===== config.mk =====
export PLATFORM = sky130hd
export DESIGN_NAME = cmf_ctrl
export DESIGN_NICKNAME = d
export VERILOG_FILES = /design/src/rtl/cmf_pkg.sv /design/src/rtl/cmf_ctrl.sv
export SDC_FILE = /design/constraint.sdc
export NUM_CORES = 1
export LEC_CHECK = 0
export ABC_CLOCK_PERIOD_IN_PS = 4900
export BUFFER_PORTS_ARGS = -buffer_cell sky130_fd_sc_hd__buf_2
export CORE_MARGIN = 4
export CORE_UTILIZATION = 59
export DETAILED_ROUTE_END_ITERATION = 8
export PLACE_DENSITY_LB_ADDON = 0.3
export SKIP_CTS_REPAIR_TIMING = 1
export SLEW_MARGIN = 15
export SYNTH_ARGS = -nofsm -noshare
export SYNTH_HDL_FRONTEND = slang
export SYNTH_SLANG_ARGS = --single-unit

===== constraint.sdc =====
create_clock -name clk -period 4.9 [get_ports clk]
set_clock_uncertainty 0.15 [all_clocks]
set_input_delay 0.98 -clock clk [delete_from_list [all_inputs] [get_ports clk]]
set_output_delay 0.98 -clock clk [all_outputs]
set_load 0.02 [all_outputs]

===== src/rtl/cmf_pkg.sv =====
`default_nettype none

package cmf_pkg;

    // Widths fixed by the pixel format and the register file.
    localparam int CHAN_W     = 8;
    localparam int NUM_CHAN   = 3;
    localparam int PIX_W      = CHAN_W * NUM_CHAN;
    localparam int SUM_W      = 11;
    localparam int CFG_W      = 11;
    localparam int CFG_IDX_W  = 1;

    // Default geometry limits and register reset values.
    localparam int DEF_MAX_WIDTH  = 1024;
    localparam int DEF_MAX_HEIGHT = 1024;
    localparam logic [CFG_W-1:0] RST_IMAGE_WIDTH  = 11'd640;
    localparam logic [CFG_W-1:0] RST_IMAGE_HEIGHT = 11'd480;

    // Register indexes.
    localparam logic [CFG_IDX_W-1:0] REG_IMAGE_WIDTH  = 1'd0;
    localparam logic [CFG_IDX_W-1:0] REG_IMAGE_HEIGHT = 1'd1;

    // Item kinds carried on the input tuser.
    localparam logic FUNC_PIXEL = 1'b0;
    localparam logic FUNC_DRAIN = 1'b1;

    // Per-item control handed from the raster controller to the datapath.
    typedef struct packed {
        logic emit;      // this request produces a result
        logic drain;     // result comes from the last-row drain
        logic interior;  // pixel has all four neighbors
        logic last;      // final pixel of the image
        logic sel;       // which line store held the previous row
    } cmf_ctl_t;

    // Truncated mean of five samples: floor(s / 5) as s * 3277 >> 14,
    // exact for every s up to 1279, which covers any sum of five 8-bit samples.
    function automatic logic [CHAN_W-1:0] mean5(input logic [SUM_W-1:0] s);
        logic [22:0] prod;
        prod = 23'(s) * 23'(3277);
        return prod[21:14];
    endfunction

endpackage

`default_nettype wire


===== src/rtl/cmf_ctrl.sv =====
`default_nettype none

module cmf_ctrl #(
    parameter int MAX_WIDTH  = cmf_pkg::DEF_MAX_WIDTH,
    parameter int MAX_HEIGHT = cmf_pkg::DEF_MAX_HEIGHT
) (
    input  wire logic                             clk,
    input  wire logic                             rst_n,
    input  wire logic                             cfg_valid,
    input  wire logic [cmf_pkg::CFG_IDX_W-1:0]    cfg_index,
    input  wire logic [cmf_pkg::CFG_W-1:0]        cfg_data,
    input  wire logic                             accept,
    input  wire logic                             func,
    output cmf_pkg::cmf_ctl_t                     ctl,
    output logic [$clog2(MAX_WIDTH)-1:0]          addr_a,
    output logic [$clog2(MAX_WIDTH)-1:0]          addr_b,
    output logic                                  wr_en_a,
    output logic                                  wr_en_b
);

    localparam int CW    = $clog2(MAX_WIDTH);
    localparam int RW    = $clog2(MAX_HEIGHT);
    localparam int WW    = $clog2(MAX_WIDTH + 1);
    localparam int HW    = $clog2(MAX_HEIGHT + 1);
    localparam int CMPW_W = (WW > cmf_pkg::CFG_W) ? WW : cmf_pkg::CFG_W;
    localparam int CMPH_W = (HW > cmf_pkg::CFG_W) ? HW : cmf_pkg::CFG_W;

    logic [cmf_pkg::CFG_W-1:0] width_reg;
    logic [cmf_pkg::CFG_W-1:0] height_reg;
    logic [CW-1:0]             col_reg;
    logic [RW-1:0]             row_reg;
    logic [CW-1:0]             drain_reg;
    logic                      draining_reg;
    logic                      sel_reg;

    logic [CMPW_W-1:0] w_ext;
    logic [CMPH_W-1:0] h_ext;
    logic [WW-1:0]     w_use;
    logic [HW-1:0]     h_use;
    logic [WW-1:0]     col_inc;
    logic [HW-1:0]     row_inc;
    logic [WW-1:0]     drain_inc;
    logic              row_end;
    logic              img_end;
    logic              drain_end;
    logic              is_pixel;

    // Geometry in use saturates to three through the configured maximum.
    always_comb
    begin
        w_ext = CMPW_W'(width_reg);
        h_ext = CMPH_W'(height_reg);
        if (w_ext < CMPW_W'(3))
        begin
            w_ext = CMPW_W'(3);
        end
        else if (w_ext > CMPW_W'(MAX_WIDTH))
        begin
            w_ext = CMPW_W'(MAX_WIDTH);
        end
        if (h_ext < CMPH_W'(3))
        begin
            h_ext = CMPH_W'(3);
        end
        else if (h_ext > CMPH_W'(MAX_HEIGHT))
        begin
            h_ext = CMPH_W'(MAX_HEIGHT);
        end
        w_use = WW'(w_ext);
        h_use = HW'(h_ext);
    end

    assign col_inc   = WW'(col_reg) + WW'(1);
    assign row_inc   = HW'(row_reg) + HW'(1);
    assign drain_inc = WW'(drain_reg) + WW'(1);
    assign row_end   = col_inc >= w_use;
    assign img_end   = row_inc >= h_use;
    assign drain_end = drain_inc >= w_use;
    assign is_pixel  = (func == cmf_pkg::FUNC_PIXEL);

    always_comb
    begin
        ctl.emit     = is_pixel ? (!draining_reg && (row_reg != '0)) : draining_reg;
        ctl.drain    = !is_pixel;
        ctl.interior = (row_reg >= RW'(2)) && (col_reg != '0) && !row_end;
        ctl.last     = !is_pixel && drain_end;
        ctl.sel      = sel_reg;
    end

    // Port A reads the center (or the drained pixel), port B the right neighbor.
    assign addr_a  = is_pixel ? col_reg : drain_reg;
    assign addr_b  = col_inc[CW-1:0];
    assign wr_en_a = accept && is_pixel && !draining_reg && sel_reg;
    assign wr_en_b = accept && is_pixel && !draining_reg && !sel_reg;

    always_ff @(posedge clk or negedge rst_n)
    begin
        if (!rst_n)
        begin
            width_reg    <= cmf_pkg::RST_IMAGE_WIDTH;
            height_reg   <= cmf_pkg::RST_IMAGE_HEIGHT;
            col_reg      <= '0;
            row_reg      <= '0;
            drain_reg    <= '0;
            draining_reg <= 1'b0;
            sel_reg      <= 1'b0;
        end
        else
        begin
            if (cfg_valid)
            begin
                case (cfg_index)
                    cmf_pkg::REG_IMAGE_WIDTH:  width_reg  <= cfg_data;
                    cmf_pkg::REG_IMAGE_HEIGHT: height_reg <= cfg_data;
                    default: ;
                endcase
            end
            if (accept)
            begin
                if (is_pixel && !draining_reg)
                begin
                    if (row_end)
                    begin
                        col_reg <= '0;
                        sel_reg <= !sel_reg;
                        if (img_end)
                        begin
                            draining_reg <= 1'b1;
                        end
                        else
                        begin
                            row_reg <= row_inc[RW-1:0];
                        end
                    end
                    else
                    begin
                        col_reg <= col_inc[CW-1:0];
                    end
                end
                else if (!is_pixel && draining_reg)
                begin
                    if (drain_end)
                    begin
                        draining_reg <= 1'b0;
                        drain_reg    <= '0;
                        row_reg      <= '0;
                        col_reg      <= '0;
                    end
                    else
                    begin
                        drain_reg <= drain_inc[CW-1:0];
                    end
                end
            end
        end
    end

endmodule

`default_nettype wire


==> out/results.tsv <==
stage	metric	value	unit
synthesis	post-synthesis register bit count	54	
placement	RD Place Congestion	0.921	
critical_path	r2r startpoint	col_reg[1]	
timing	# setup viols final	0	
die	DIE AREA	0.00780	sq mm
power_and_ir_drop	leakage	2.10	nW
power_and_ir_drop	Worst VDD drop	213	uV
timing	RSZ-0062 raised after global routing	no	
clock_tree	CTS tree	yes	
synthesis	Synth area leaders	dfrtp_1, ha_1, mux2_2, nand2_1, dfstp_2	
routing	TritonRoute pass-1 iters	4	
power_and_ir_drop	Pwr Total	1.63	mW
routing	Vias/cell	6.04	
critical_path	r2r setup slk	1.13	ns
synthesis	Post-Syn Area	0.00381	sq mm
critical_path	Worst Setup End Kind	primary output	
timing	sum of negative setup slack	0	ns
routing	met3 wire length	513	um
grt	initial antenna violation count	0	
synthesis	post-synth top area share	31.5	%
placement	Port Buf Inserts	43	
timing	fin crit share	95.6	%
timing	Slew Limit Headroom	33.9	%
worst_hold_path	HP Class	reg2reg	
routing	1st-iter DRT viols	190	
die	# rows	29	
clock_tree	cts bufs inserted	5	
clock_tree	Root Buffer	clkbuf_8	
power_and_ir_drop	Int Pwr	0.930	mW
synthesis	YS warnings	0	
critical_path	R2R depth	12	
grt	total global routing overflow	0	
power_and_ir_drop	part of the power in registers	37.9	%
timing	max-slew violations	0	
routing	Remaining DRCs	0	
die	Die Wd	88.3	um
critical_path	Crit Path Class	reg2out	
synthesis	ys async rst share	100	%
synthesis	Post-Syn Nets	463	
routing	Post-DRT Antenna Nets	0	
synthesis	sequential area share after synthesis	35.7	%
routing	uppermost routed layer	met4	
routing	DRT Wirelength	9.01	mm
power_and_ir_drop	Comb power frac	45.5	%
power_and_ir_drop	Switching Share	43.1	%
synthesis	main flop type after synthesis	dfrtp_1	
routing	vias	3152	
timing	Worst Tran Pin Value	0.989	ns
clock_tree	# clock sinks	54	
synthesis	Post-Syn Instances	405	
timing	final hold vios	0	
timing	Period minus WS final	4.68	ns
cells_and_area	area grow syn2layout	10.2	%
grt	largest net degree at the start of global routing	55	
power_and_ir_drop	switching pwr	0.704	mW
outcome	outcome	completed	
critical_path	WP data arrival	3.55	ns
cells_and_area	diode count	0	
critical_path	CP startpoint kind	flop	
worst_hold_path	worst hold start	sel_reg	
die	chip height	88.3	um
timing	hold_ws	0.370	ns
critical_path	crit-path max FO	7	
cells_and_area	fraction of layout cells with a size suffix above 1	24.3	%
clock_tree	Max clock buf depth	2	
cells_and_area	fill count	532	
critical_path	Req. time, crit path	3.77	ns
synthesis	Post-synth EDFFs	0	
synthesis	Post-Syn Area per Cell	9.40	sq um
power_and_ir_drop	Clk pwr share	16.6	%
clock_tree	clock latency on the worst-skew pair	0.32	ns
grt	total global-route track usage	24.9	%
routing	met1 WL	4.17	mm
worst_hold_path	Hold Path Stages	1	
placement	DP HPWL	7.03	mm
synthesis	Yosys cell types	54	
grt	first-pass GRT wire length	15.2	mm
clock_tree	Worst-path clk slew	0.11	ns
clock_tree	H-tree Lvls	2	
die	I/O pin count	44	
routing	wire per inst	17.3	um
die	initial core utilization	60.3	%
die	area of the core	0.00631	sq mm
timing	Highest Clock Rate	0.213	GHz
worst_hold_path	Worst Hold End	sel_reg	
cells_and_area	Layout Nets	502	
job	max cap viols	0	
grt	vias in the first global route	3106	
routing	met2 routed WL	4.25	mm
critical_path	Reg-to-Reg End	row_reg[6]	
power_and_ir_drop	pwr/cell area	389	mW/mm^2
synthesis	area leader, netlist	dfrtp_1	
## final cells by class
cell class	count	area (sq um)	share of cell area (%)
Clock buffer	5	68.8	1.64
Clock inverter	3	28.8	0.686
Inverter	17	63.8	1.52
Multi-Input combinational cell	321	2350	56.0
Sequential cell	54	1360	32.4
Tap cell	77	96.3	2.30
Timing Repair Buffer	45	230	5.49
## power by group through the flow
stage | logic, mW | clock network, mW | registers [mW]
2_1_floorplan | 0.537 | 0 | 0.591
3_3_place_gp | 0.705 | 0 | 0.620
3_5_place_dp | 0.726 | 0 | 0.625
4_1_cts | 0.729 | 0.279 | 0.617
5_1_grt | 0.830 | 0.297 | 0.629
6_report | 0.744 | 0.271 | 0.619
## metrics by stage
step,std cells,setup WS [ns],utilization (%),instance area [sq um]
final,522,0.216,66.4,4200
after global routing,522,0.0174,66.4,4200
after CTS,522,0.150,66.1,4180
after detailed placement,514,0.508,64.6,4080
after global placement,514,0.600,64.6,4080
after floorplan,405,0.490,-,3810
## worst max-delay path by stage
| stage | startpoint | endpoint | cells after the start |
|---|---|---|---|
| 2_1_floorplan | col_reg[0] | ctl[2] | 11 |
| 3_3_place_gp | col_reg[0] | ctl[2] | 12 |
| 3_5_place_dp | col_reg[0] | ctl[2] | 12 |
| 4_1_cts | col_reg[1] | ctl[2] | 12 |
| 5_1_grt | col_reg[0] | ctl[2] | 12 |
| 6_report | col_reg[1] | ctl[2] | 12 |
## critical path, cell delays in order (launching register included)
cell	delay, ns
dfrtp_1	0.45
ha_1	0.26
and3_1	0.18
and3_1	0.20
and3_1	0.20
and2_1	0.16
or2_2	0.28
ha_1	0.25
a2111oi_4	0.37
o221ai_2	0.17
o22a_2	0.32
nor3_1	0.21
buf_2	0.19
## cells in the final DEF (no fill, tap or decap), types with 6 or more instances in the layout
| cell | Yosys | layout |
|---|---|---|
| nand2_1 | 52 | 52 |
| buf_2 | 1 | 43 |
| nor4_1 | 12 | 12 |
| mux2_2 | 27 | 27 |
| inv_1 | 16 | 16 |
| xnor2_1 | 10 | 10 |
| nand3_1 | 20 | 20 |
| dfrtp_1 | 48 | 48 |
| nor2_1 | 18 | 18 |
| nor3_1 | 6 | 6 |
| o21ai_0 | 23 | 23 |
| xor2_1 | 10 | 10 |
| ha_1 | 41 | 41 |
| or2_2 | 6 | 6 |
| dfstp_2 | 6 | 6 |
| and3_1 | 13 | 13 |
| a21oi_1 | 11 | 11 |
| a22o_1 | 7 | 7 |
## cell families after synthesis
logic type               Yosys count  share of synthesized area (%)
AO/OA/AOI/OAI                     83                           15.4
adder cells (fa/ha/maj)           41                           13.5
XOR/XNOR                          20                           4.60
AND/OR/NAND/NOR                  149                           19.4
flip-flops                        54                           35.7
multiplexers                      28                           8.25
buffers and inverters             30                           3.19
## per-layer routing
layer	track usage [%]	vias up
met4	6.18	0
met3	3.35	8
met2	40.0	86
met1	35.6	1509
li1	-	1549
met5	0	-
## cell usage after synthesis, drive strengths merged, types with 3 or more instances
cell,number
a211oi,3
a21o,6
a21oi,12
a22o,11
a31oi,5
and2,4
and3,13
buf,4
clkbuf,9
dfrtp,48
dfstp,6
ha,41
inv,16
mux2,27
nand2,52
nand2b,4
nand3,20
nor2,19
nor2b,4
nor3,6
nor4,12
o211ai,4
o21a,4
o21ai,25
or2,6
xnor2,10
xor2,10
No activity file was read; power rests on OpenSTA's default activity.
