### src/rtl/cmf_pkg.sv
`default_nettype none

package cmf_pkg;

    // Widths fixed by the pixel format and the register file.
    localparam int CHAN_W     = 8;
    localparam int NUM_CHAN   = 3;
    localparam int PIX_W      = CHAN_W * NUM_CHAN;
    localparam int SUM_W      = 11;
    localparam int CFG_W      = 11;
    localparam int CFG_IDX_W  = 1;

    // Default geometry limits and register reset values.
    localparam int DEF_MAX_WIDTH  = 1024;
    localparam int DEF_MAX_HEIGHT = 1024;
    localparam logic [CFG_W-1:0] RST_IMAGE_WIDTH  = 11'd640;
    localparam logic [CFG_W-1:0] RST_IMAGE_HEIGHT = 11'd480;

    // Register indexes.
    localparam logic [CFG_IDX_W-1:0] REG_IMAGE_WIDTH  = 1'd0;
    localparam logic [CFG_IDX_W-1:0] REG_IMAGE_HEIGHT = 1'd1;

    // Item kinds carried on the input tuser.
    localparam logic FUNC_PIXEL = 1'b0;
    localparam logic FUNC_DRAIN = 1'b1;

    // Per-item control handed from the raster controller to the datapath.
    typedef struct packed {
        logic emit;      // this request produces a result
        logic drain;     // result comes from the last-row drain
        logic interior;  // pixel has all four neighbors
        logic last;      // final pixel of the image
        logic sel;       // which line store held the previous row
    } cmf_ctl_t;

    // Truncated mean of five samples: floor(s / 5) as s * 3277 >> 14,
    // exact for every s up to 1279, which covers any sum of five 8-bit samples.
    function automatic logic [CHAN_W-1:0] mean5(input logic [SUM_W-1:0] s);
        logic [22:0] prod;
        prod = 23'(s) * 23'(3277);
        return prod[21:14];
    endfunction

endpackage

`default_nettype wire

### src/rtl/cmf_mean.sv
`default_nettype none

module cmf_mean (
    input  wire logic                       clk,
    input  wire logic                       load,
    input  wire logic                       interior,
    input  wire logic                       drain,
    input  wire logic                       last,
    input  wire logic [cmf_pkg::PIX_W-1:0]  centre,
    input  wire logic [cmf_pkg::PIX_W-1:0]  right,
    input  wire logic [cmf_pkg::PIX_W-1:0]  up,
    input  wire logic [cmf_pkg::PIX_W-1:0]  down,
    output logic      [cmf_pkg::PIX_W-1:0]  pix,
    output logic                            pix_last
);

    logic [cmf_pkg::PIX_W-1:0] left_reg;
    logic [cmf_pkg::PIX_W-1:0] pix_reg;
    logic                      last_reg;
    logic [cmf_pkg::PIX_W-1:0] pix_next;
    logic [cmf_pkg::PIX_W-1:0] avg;

    // One adder chain and one reciprocal multiply per channel.
    always_comb
    begin
        for (int k = 0; k < cmf_pkg::NUM_CHAN; k++)
        begin
            avg[k*cmf_pkg::CHAN_W +: cmf_pkg::CHAN_W] = cmf_pkg::mean5(
                cmf_pkg::SUM_W'(centre[k*cmf_pkg::CHAN_W +: cmf_pkg::CHAN_W]) +
                cmf_pkg::SUM_W'(right[k*cmf_pkg::CHAN_W +: cmf_pkg::CHAN_W]) +
                cmf_pkg::SUM_W'(up[k*cmf_pkg::CHAN_W +: cmf_pkg::CHAN_W]) +
                cmf_pkg::SUM_W'(down[k*cmf_pkg::CHAN_W +: cmf_pkg::CHAN_W]) +
                cmf_pkg::SUM_W'(left_reg[k*cmf_pkg::CHAN_W +: cmf_pkg::CHAN_W]));
        end
        pix_next = interior ? avg : centre;
    end

    // The left neighbor is the center of the previous pixel of the same row.
    always_ff @(posedge clk)
    begin
        if (load)
        begin
            pix_reg  <= pix_next;
            last_reg <= last;
            if (!drain)
            begin
                left_reg <= centre;
            end
        end
    end

    assign pix      = pix_reg;
    assign pix_last = last_reg;

endmodule

`default_nettype wire

### config.mk
export PLATFORM = sky130hd
export DESIGN_NAME = cmf_mean
export DESIGN_NICKNAME = d
export VERILOG_FILES = /design/src/rtl/cmf_pkg.sv /design/src/rtl/cmf_mean.sv
export SDC_FILE = /design/constraint.sdc
export NUM_CORES = 1
export LEC_CHECK = 0
export ABC_AREA = 1
export BUFFER_PORTS_ARGS = -buffer_cell sky130_fd_sc_hd__buf_2
export CORE_MARGIN = 8
export CORE_UTILIZATION = 60
export DETAILED_ROUTE_END_ITERATION = 16
export PLACE_DENSITY = 0.82
export SYNTH_ARGS = -nofsm -noshare
export SYNTH_HDL_FRONTEND = slang
export SYNTH_SLANG_ARGS = --single-unit
### constraint.sdc
create_clock -name clk -period 9.4 [get_ports clk]
set_clock_uncertainty 0.15 [all_clocks]
set_input_delay 1.41 -clock clk [delete_from_list [all_inputs] [get_ports clk]]
set_output_delay 1.41 -clock clk [all_outputs]
set_load 0.1 [all_outputs]
==> results of run 1 <==
## final timing paths
check                                            from  slack (ps)            endpoint
worst max-delay path                        centre[3]        1060    pix[5]$_DFFE_PP_
worst min-delay path                             last        1130  pix_last$_DFFE_PP_
worst max register to register  left_reg[1]$_DFFE_PP_        3010    pix[5]$_DFFE_PP_
worst min register to register  left_reg[8]$_DFFE_PP_        1270   pix[15]$_DFFE_PP_
## Yosys cell counts
cell type	n
sky130_fd_sc_hd__xnor2_1	13
sky130_fd_sc_hd__buf_2	1
sky130_fd_sc_hd__nor2_1	55
sky130_fd_sc_hd__clkinv_1	1
sky130_fd_sc_hd__a31oi_1	4
sky130_fd_sc_hd__o21ai_2	3
sky130_fd_sc_hd__a21boi_0	1
sky130_fd_sc_hd__o21ai_0	20
sky130_fd_sc_hd__nor3b_1	1
sky130_fd_sc_hd__nand4_1	13
sky130_fd_sc_hd__inv_1	486
sky130_fd_sc_hd__a211oi_1	1
sky130_fd_sc_hd__nor3_1	3
sky130_fd_sc_hd__o31a_1	2
sky130_fd_sc_hd__nor4_1	6
sky130_fd_sc_hd__a21o_1	4
sky130_fd_sc_hd__inv_2	1
sky130_fd_sc_hd__nand3_2	1
sky130_fd_sc_hd__nand3_1	68
sky130_fd_sc_hd__o21ai_1	5
sky130_fd_sc_hd__ha_1	222
sky130_fd_sc_hd__clkbuf_1	3
sky130_fd_sc_hd__a21oi_1	65
sky130_fd_sc_hd__and2_1	2
sky130_fd_sc_hd__buf_4	1
sky130_fd_sc_hd__o211ai_1	2
sky130_fd_sc_hd__fa_1	162
sky130_fd_sc_hd__edfxtp_1	49
sky130_fd_sc_hd__or2_2	3
sky130_fd_sc_hd__nand3b_1	8
sky130_fd_sc_hd__xor2_1	13
sky130_fd_sc_hd__nand2_1	246
sky130_fd_sc_hd__nor2_2	5
sky130_fd_sc_hd__o21bai_1	5
sky130_fd_sc_hd__nand2_2	4
sky130_fd_sc_hd__nor3_2	5
## area by class of cell
type,count,area [µm²]
Clock buffer,5,125
Clock inverter,3,26.3
Fill cell,1611,6410
Inverter,488,1830
Multi-Input combinational cell,942,8690
Sequential cell,49,1470
Tap cell,265,332
Timing Repair Buffer,127,641
## routing by layer
metal  vias to the layer above  global-route usage  wire, µm  part of all wire
met5                         -                   0         0                 0
met3                        61              0.0324      1440             0.048
met2                       271               0.465     14900              0.50
li1                       4759                   -         -                 -
met1                      4530               0.299     12400              0.42
met4                         0              0.0902       969             0.033
## cell families (layout without fill, tap and decap cells)
group           count (synthesis)  count (layout)  synth area share
flops                          49              49             0.122
simple gates                  420             420             0.151
buf+inv                       493             623             0.154
xor+xnor                       26              26            0.0190
fa+ha+maj                     384             384             0.501
compound gates                112             112            0.0514
## per-stage QoR
step | util | std cells
after floorplan | - | 1484
after global placement | 0.664 | 1871
after detailed placement | 0.664 | 1871
after CTS | 0.672 | 1879
after global routing | 0.672 | 1879
final | 0.672 | 1879
## critical path, delay by kind of cell
family,cells,cell delay (ps)
buffers and inverters,8,510
and+or+nand+nor,6,570
AOI/OAI and AO/OA,6,1090
adders and majority gates,10,4670
## cell usage in the layout (no fill, tap or decap), types with 6 or more instances in the layout
master	synthesis	final
sky130_fd_sc_hd__a21oi_1	65	65
sky130_fd_sc_hd__inv_1	486	486
sky130_fd_sc_hd__fa_1	162	162
sky130_fd_sc_hd__nor4_1	6	6
sky130_fd_sc_hd__nor2_1	55	54
sky130_fd_sc_hd__edfxtp_1	49	49
sky130_fd_sc_hd__nand2_1	246	246
sky130_fd_sc_hd__nand4_1	13	13
sky130_fd_sc_hd__xor2_1	13	13
sky130_fd_sc_hd__o21ai_0	20	20
sky130_fd_sc_hd__nand3b_1	8	8
sky130_fd_sc_hd__buf_2	1	125
sky130_fd_sc_hd__nor2_2	5	6
sky130_fd_sc_hd__ha_1	222	222
sky130_fd_sc_hd__xnor2_1	13	13
sky130_fd_sc_hd__nand3_1	68	68
==> load_flow_metrics.sql, run 1 <==
INSERT INTO impl_metrics (metric_group, metric, value, unit) VALUES
('floorplan', 'io-pin-count', '126', ''),
('outcome', 'status', 'finished, final reports clean', ''),
('clocking', 'cts_tree', 'built', ''),
('routing', 'drt-wirelength-per-cell', '15.8', 'µm'),
('floorplan', 'die_h', '157', 'µm'),
('synthesis', 'ys_ff_latch', '49', ''),
('synthesis', 'synth.area.top_cells', 'sky130_fd_sc_hd__fa_1 27%, sky130_fd_sc_hd__ha_1 23%, sky130_fd_sc_hd__inv_1 15%', ''),
('finish', 'fin_nets', '2098', ''),
('clocking', 'post_cts_resize_count', '0', ''),
('setup_path', 'start_kind', 'input pin', ''),
('routing', 'postRouteWirelength', '29800', 'µm'),
('routing', 'drc_errors', '0', ''),
('finish', 'final_cell_area', '13100', 'µm²'),
('synthesis', 'syn_area_per_cell', '8.09', 'µm²'),
('floorplan', 'area_of_the_core_region', '19500', 'µm²'),
('global_routing', 'grt_antenna_before_repair', '0', ''),
('finish', 'final_layout_size_suffix_gt1_frac', '0.0979', ''),
('synthesis', 'synth.lib_cells_used.distinct', '36', ''),
('setup_path', 'end_kind', 'flop', ''),
('clocking', 'cts-root-to-sink-buffers', '2', ''),
('global_routing', 'globalRoute.totalOverflow', '0', ''),
('synthesis', 'synthesis.nets', '1969', ''),
('place', 'place_congestion', '0.972', ''),
('global_routing', 'gr-usage-all-layers', '0.254', ''),
('timing', 'setup_slack', '1060', 'ps'),
('floorplan', 'initial_utilization', '0.615', ''),
('synthesis', 'synth_area', '12000', 'µm²'),
('timing', 'fmax', '120', 'MHz'),
('timing', 'rsz_0062_raised_after_global_routing', 'no', ''),
('clocking', 'post_cts_hold_buffer_count', '0', ''),
('routing', 'viasPerCell', '5.12', ''),
('clocking', 'post-cts-setup-buffer-count', '0', ''),
('clocking', 'tritoncts_num_sinks', '49', ''),
('place', 'dp_slack', '766', 'ps'),
('setup_path', 'crit_path_max_cell_delay', '580', 'ps'),
('routing', 'vias', '9621', ''),
('finish', 'antenna_cells', '0', ''),
('clocking', 'clock_tree.htree_level_count', '2', ''),
('routing', 'antenna_left', '0', ''),
('global_routing', 'grt_max_degree', '30', ''),
('timing', 'finalMaxSlewViolations', '0', ''),
('timing', 'timing.final.hold_violations', '0', ''),
('floorplan', 'die_w', '157', 'µm'),
('timing', 'finalCritPeriodShare', '0.888', ''),
('floorplan', 'core_rows', '51', ''),
('clocking', 'worst_setup_hold_path_clk_slew', '80', 'ps'),
('place', 'number_of_buffers_inserted_by_port_buffering', '125', ''),
('timing', 'final.setup.tns', '0', 'ps'),
('job', 'maxCapViolations', '0', ''),
('clocking', 'cts_inserted_buffers', '5', ''),
('setup_path', 'path_class', 'input pin to flop', ''),
('clocking', 'ctsRootBufferMaster', 'sky130_fd_sc_hd__clkbuf_16', ''),
('global_routing', 'wire_length_of_the_first_global_routing_pass', '49600', 'µm'),
('setup_path', 'critical_path_arrival', '8270', 'ps'),
('min_path', 'number_of_cells_on_the_worst_hold_path', '1', ''),
('timing', 'min_period', '8340', 'ps'),
('timing', 'worst_slew_margin_relative_to_its_limit', '0.399', ''),
('setup_path', 'critPathRequiredTime', '9320', 'ps'),
('min_path', 'min-delay-path-class', 'input pin to flop', ''),
('finish', 'area.growth.synth_to_final', '9.18', '%'),
('timing', 'worst_hold_slack', '1130', 'ps'),
('synthesis', 'yosysWarningCount', '0', ''),
('floorplan', 'fp.dieArea', '24800', 'µm²'),
('routing', 'drt_pass1_iterations', '5', ''),
('synthesis', 'ys_seq_area_frac', '0.123', ''),
('routing', 'detailed_router_s_first_iteration_violation_count', '509', ''),
('global_routing', 'grt_pass1_vias', '10600', ''),
('synthesis', 'synthesis.instances', '1484', ''),
('synthesis', 'yosysTopAreaCellShare', '0.270', ''),
('place', 'dpl-instance-area', '13000', 'µm²'),
('setup_path', 'crit_path_top_delay_cell', 'sky130_fd_sc_hd__fa_1', ''),
('setup_path', 'worst_r2r_path_depth', '27', ''),
('timing', 'report.final.setup_viol', '0', ''),
('place', 'dpl.hpwl', '26400', 'µm'),
('setup_path', 'critPathMaxFanout', '4', ''),
('synthesis', 'synth_top_cell_by_area', 'sky130_fd_sc_hd__fa_1', ''),
('clocking', 'clock_insertion_delay_worst_skew', '320', 'ps'),
('timing', 'worst_slew_pin_slew', '900', 'ps');
Power of run 1 is left out: the tool's default activity adds up to more than one toggle a clock period on the data nets, which glitch-free logic cannot reach.
==> run 2: changes to the inputs <==
--- a/config.mk
+++ b/config.mk
@@ -10,7 +10,8 @@
 export CORE_MARGIN = 8
 export CORE_UTILIZATION = 60
 export DETAILED_ROUTE_END_ITERATION = 16
-export PLACE_DENSITY = 0.82
+export GPL_ROUTABILITY_DRIVEN = 0
+export PLACE_DENSITY = 0.81
 export SYNTH_ARGS = -nofsm -noshare
 export SYNTH_HDL_FRONTEND = slang
 export SYNTH_SLANG_ARGS = --single-unit
==> load_flow_metrics.sql, run 2 (synthesized netlist as in run 1, its figures left out) <==
INSERT INTO impl_metrics (metric_group, metric, value, unit) VALUES
('timing', 'worst_slew_pin_slew', '1040', 'ps'),
('place', 'dpl.hpwl', '25000', 'µm'),
('min_path', 'worst_hold_startpoint', 'last', ''),
('timing', 'timing.final.hold_violations', '0', ''),
('global_routing', 'globalRoute.totalOverflow', '0', ''),
('routing', 'viasPerCell', '5.21', ''),
('setup_path', 'critical-path-top-delay-family', 'adder cells', ''),
('setup_path', 'worst-path-buf-inv', '10', ''),
('floorplan', 'io-pin-count', '126', ''),
('global_routing', 'grt_max_degree', '30', ''),
('finish', 'fin_nets', '2097', ''),
('global_routing', 'grt_pass1_vias', '10300', ''),
('clocking', 'worst_setup_hold_path_clk_slew', '80', 'ps'),
('routing', 'antenna_left', '0', ''),
('setup_path', 'start_kind', 'input pin', ''),
('clocking', 'post_cts_resize_count', '0', ''),
('clocking', 'tritoncts_num_sinks', '49', ''),
('clocking', 'cts_inserted_buffers', '5', ''),
('global_routing', 'gr-usage-all-layers', '0.241', ''),
('outcome', 'status', 'finished, final reports clean', ''),
('floorplan', 'fp.dieArea', '24800', 'µm²'),
('finish', 'antenna_cells', '0', ''),
('routing', 'vias', '9787', ''),
('setup_path', 'crit_path_max_cell_delay', '620', 'ps'),
('global_routing', 'wire_length_of_the_first_global_routing_pass', '47400', 'µm'),
('job', 'maxCapViolations', '0', ''),
('timing', 'worst_slew_margin_relative_to_its_limit', '0.306', ''),
('timing', 'min_period', '8350', 'ps'),
('timing', 'fmax', '120', 'MHz'),
('clocking', 'cts-root-to-sink-buffers', '2', ''),
('setup_path', 'critical_path_arrival', '8210', 'ps'),
('clocking', 'post_cts_hold_buffer_count', '0', ''),
('routing', 'drc_errors', '0', ''),
('finish', 'layout.cells.most_common_list', '486 x sky130_fd_sc_hd__inv_1, 246 x sky130_fd_sc_hd__nand2_1, 222 x sky130_fd_sc_hd__ha_1', ''),
('clocking', 'clock_insertion_delay_worst_skew', '310', 'ps'),
('routing', 'detailed_router_s_first_iteration_violation_count', '570', ''),
('floorplan', 'core_rows', '51', ''),
('clocking', 'clock_tree.htree_level_count', '2', ''),
('routing', 'drt-wirelength-per-cell', '15.2', 'µm'),
('clocking', 'cts_tree', 'built', ''),
('routing', 'postRouteWirelength', '28500', 'µm'),
('setup_path', 'critPathMaxFanout', '4', ''),
('floorplan', 'die_w', '157', 'µm'),
('timing', 'report.final.setup_viol', '0', ''),
('finish', 'final_layout_size_suffix_gt1_frac', '0.0967', ''),
('setup_path', 'critPathRequiredTime', '9260', 'ps'),
('timing', 'finalCritPeriodShare', '0.888', ''),
('finish', 'final_common_cell', 'sky130_fd_sc_hd__inv_1', ''),
('floorplan', 'initial_utilization', '0.615', ''),
('timing', 'rsz_0062_raised_after_global_routing', 'no', ''),
('floorplan', 'area_of_the_core_region', '19500', 'µm²'),
('setup_path', 'end_kind', 'flop', ''),
('timing', 'finalMaxSlewViolations', '0', ''),
('setup_path', 'reg2reg_from', 'left_reg[17]$_DFFE_PP_', ''),
('min_path', 'min-delay-path-class', 'input pin to flop', ''),
('setup_path', 'path_class', 'input pin to flop', ''),
('setup_path', 'crit_path_top_delay_cell', 'sky130_fd_sc_hd__fa_1', ''),
('routing', 'drt_pass1_iterations', '6', ''),
('finish', 'fillerInstances', '1588', ''),
('finish', 'area.growth.synth_to_final', '9.09', '%'),
('place', 'number_of_buffers_inserted_by_port_buffering', '125', ''),
('clocking', 'ctsRootBufferMaster', 'sky130_fd_sc_hd__clkbuf_16', ''),
('floorplan', 'die_h', '157', 'µm'),
('setup_path', 'timing.critical_path.mode_cell', 'sky130_fd_sc_hd__inv_1', ''),
('timing', 'final.setup.tns', '0', 'ps'),
('clocking', 'post-cts-setup-buffer-count', '0', ''),
('setup_path', 'timing.critical_path.from', 'centre[17]', ''),
('global_routing', 'grt_antenna_before_repair', '0', '');
==> run 2: layout make-up <==
class / instances / area [µm²] / area share
repair buffers: 126 / 633 / 0.0483
multi-input cells: 942 / 8690 / 0.663
clock buffers: 6 / 129 / 0.00983
clock inverters: 2 / 15.0 / 0.00115
inverters: 488 / 1830 / 0.140
well taps: 265 / 332 / 0.0253
flip-flops and latches: 49 / 1470 / 0.112
==> run 2: layer usage <==
metal / GRT usage / vias to the layer above / part of all wire
met5: 0 / - / 0
met4: 0.0947 / 0 / 0.038
met3: 0.0392 / 68 / 0.060
met2: 0.419 / 348 / 0.49
met1: 0.293 / 4619 / 0.41
li1: - / 4752 / -
==> run 2: final timing paths <==
path / to / slack, ps / cells after the start
hold / removal: pix_last$_DFFE_PP_ / 1130 / 1
setup / recovery: pix[17]$_DFFE_PP_ / 1050 / 33
hold reg to reg: pix[23]$_DFFE_PP_ / 1160 / 7
setup reg to reg: pix[17]$_DFFE_PP_ / 2850 / 30
==> run 2: per-stage QoR <==
step	setup slack [ps]	cells	hold slack (ps)	utilization	cell area, µm²
2_1_floorplan	1400	1484	946	-	12000
5_1_grt	653	1878	1120	0.671	13100
6_report	1050	1878	1130	0.671	13100
3_3_place_gp	924	1870	1110	0.664	13000
3_5_place_dp	815	1870	1150	0.664	13000
4_1_cts	1150	1878	1120	0.671	13100
==> run 2: worst reg2reg max path: cells and delay by family (launching register included) <==
family                   cells  cell delay, ps
buffers and inverters        9             660
AND/OR/NAND/NOR              7             770
adder cells (fa/ha/maj)      9            3440
AO/OA/AOI/OAI                4             740
XOR/XNOR                     1             120
flip-flops                   1             390
Power of run 2 is left out for the same reason.
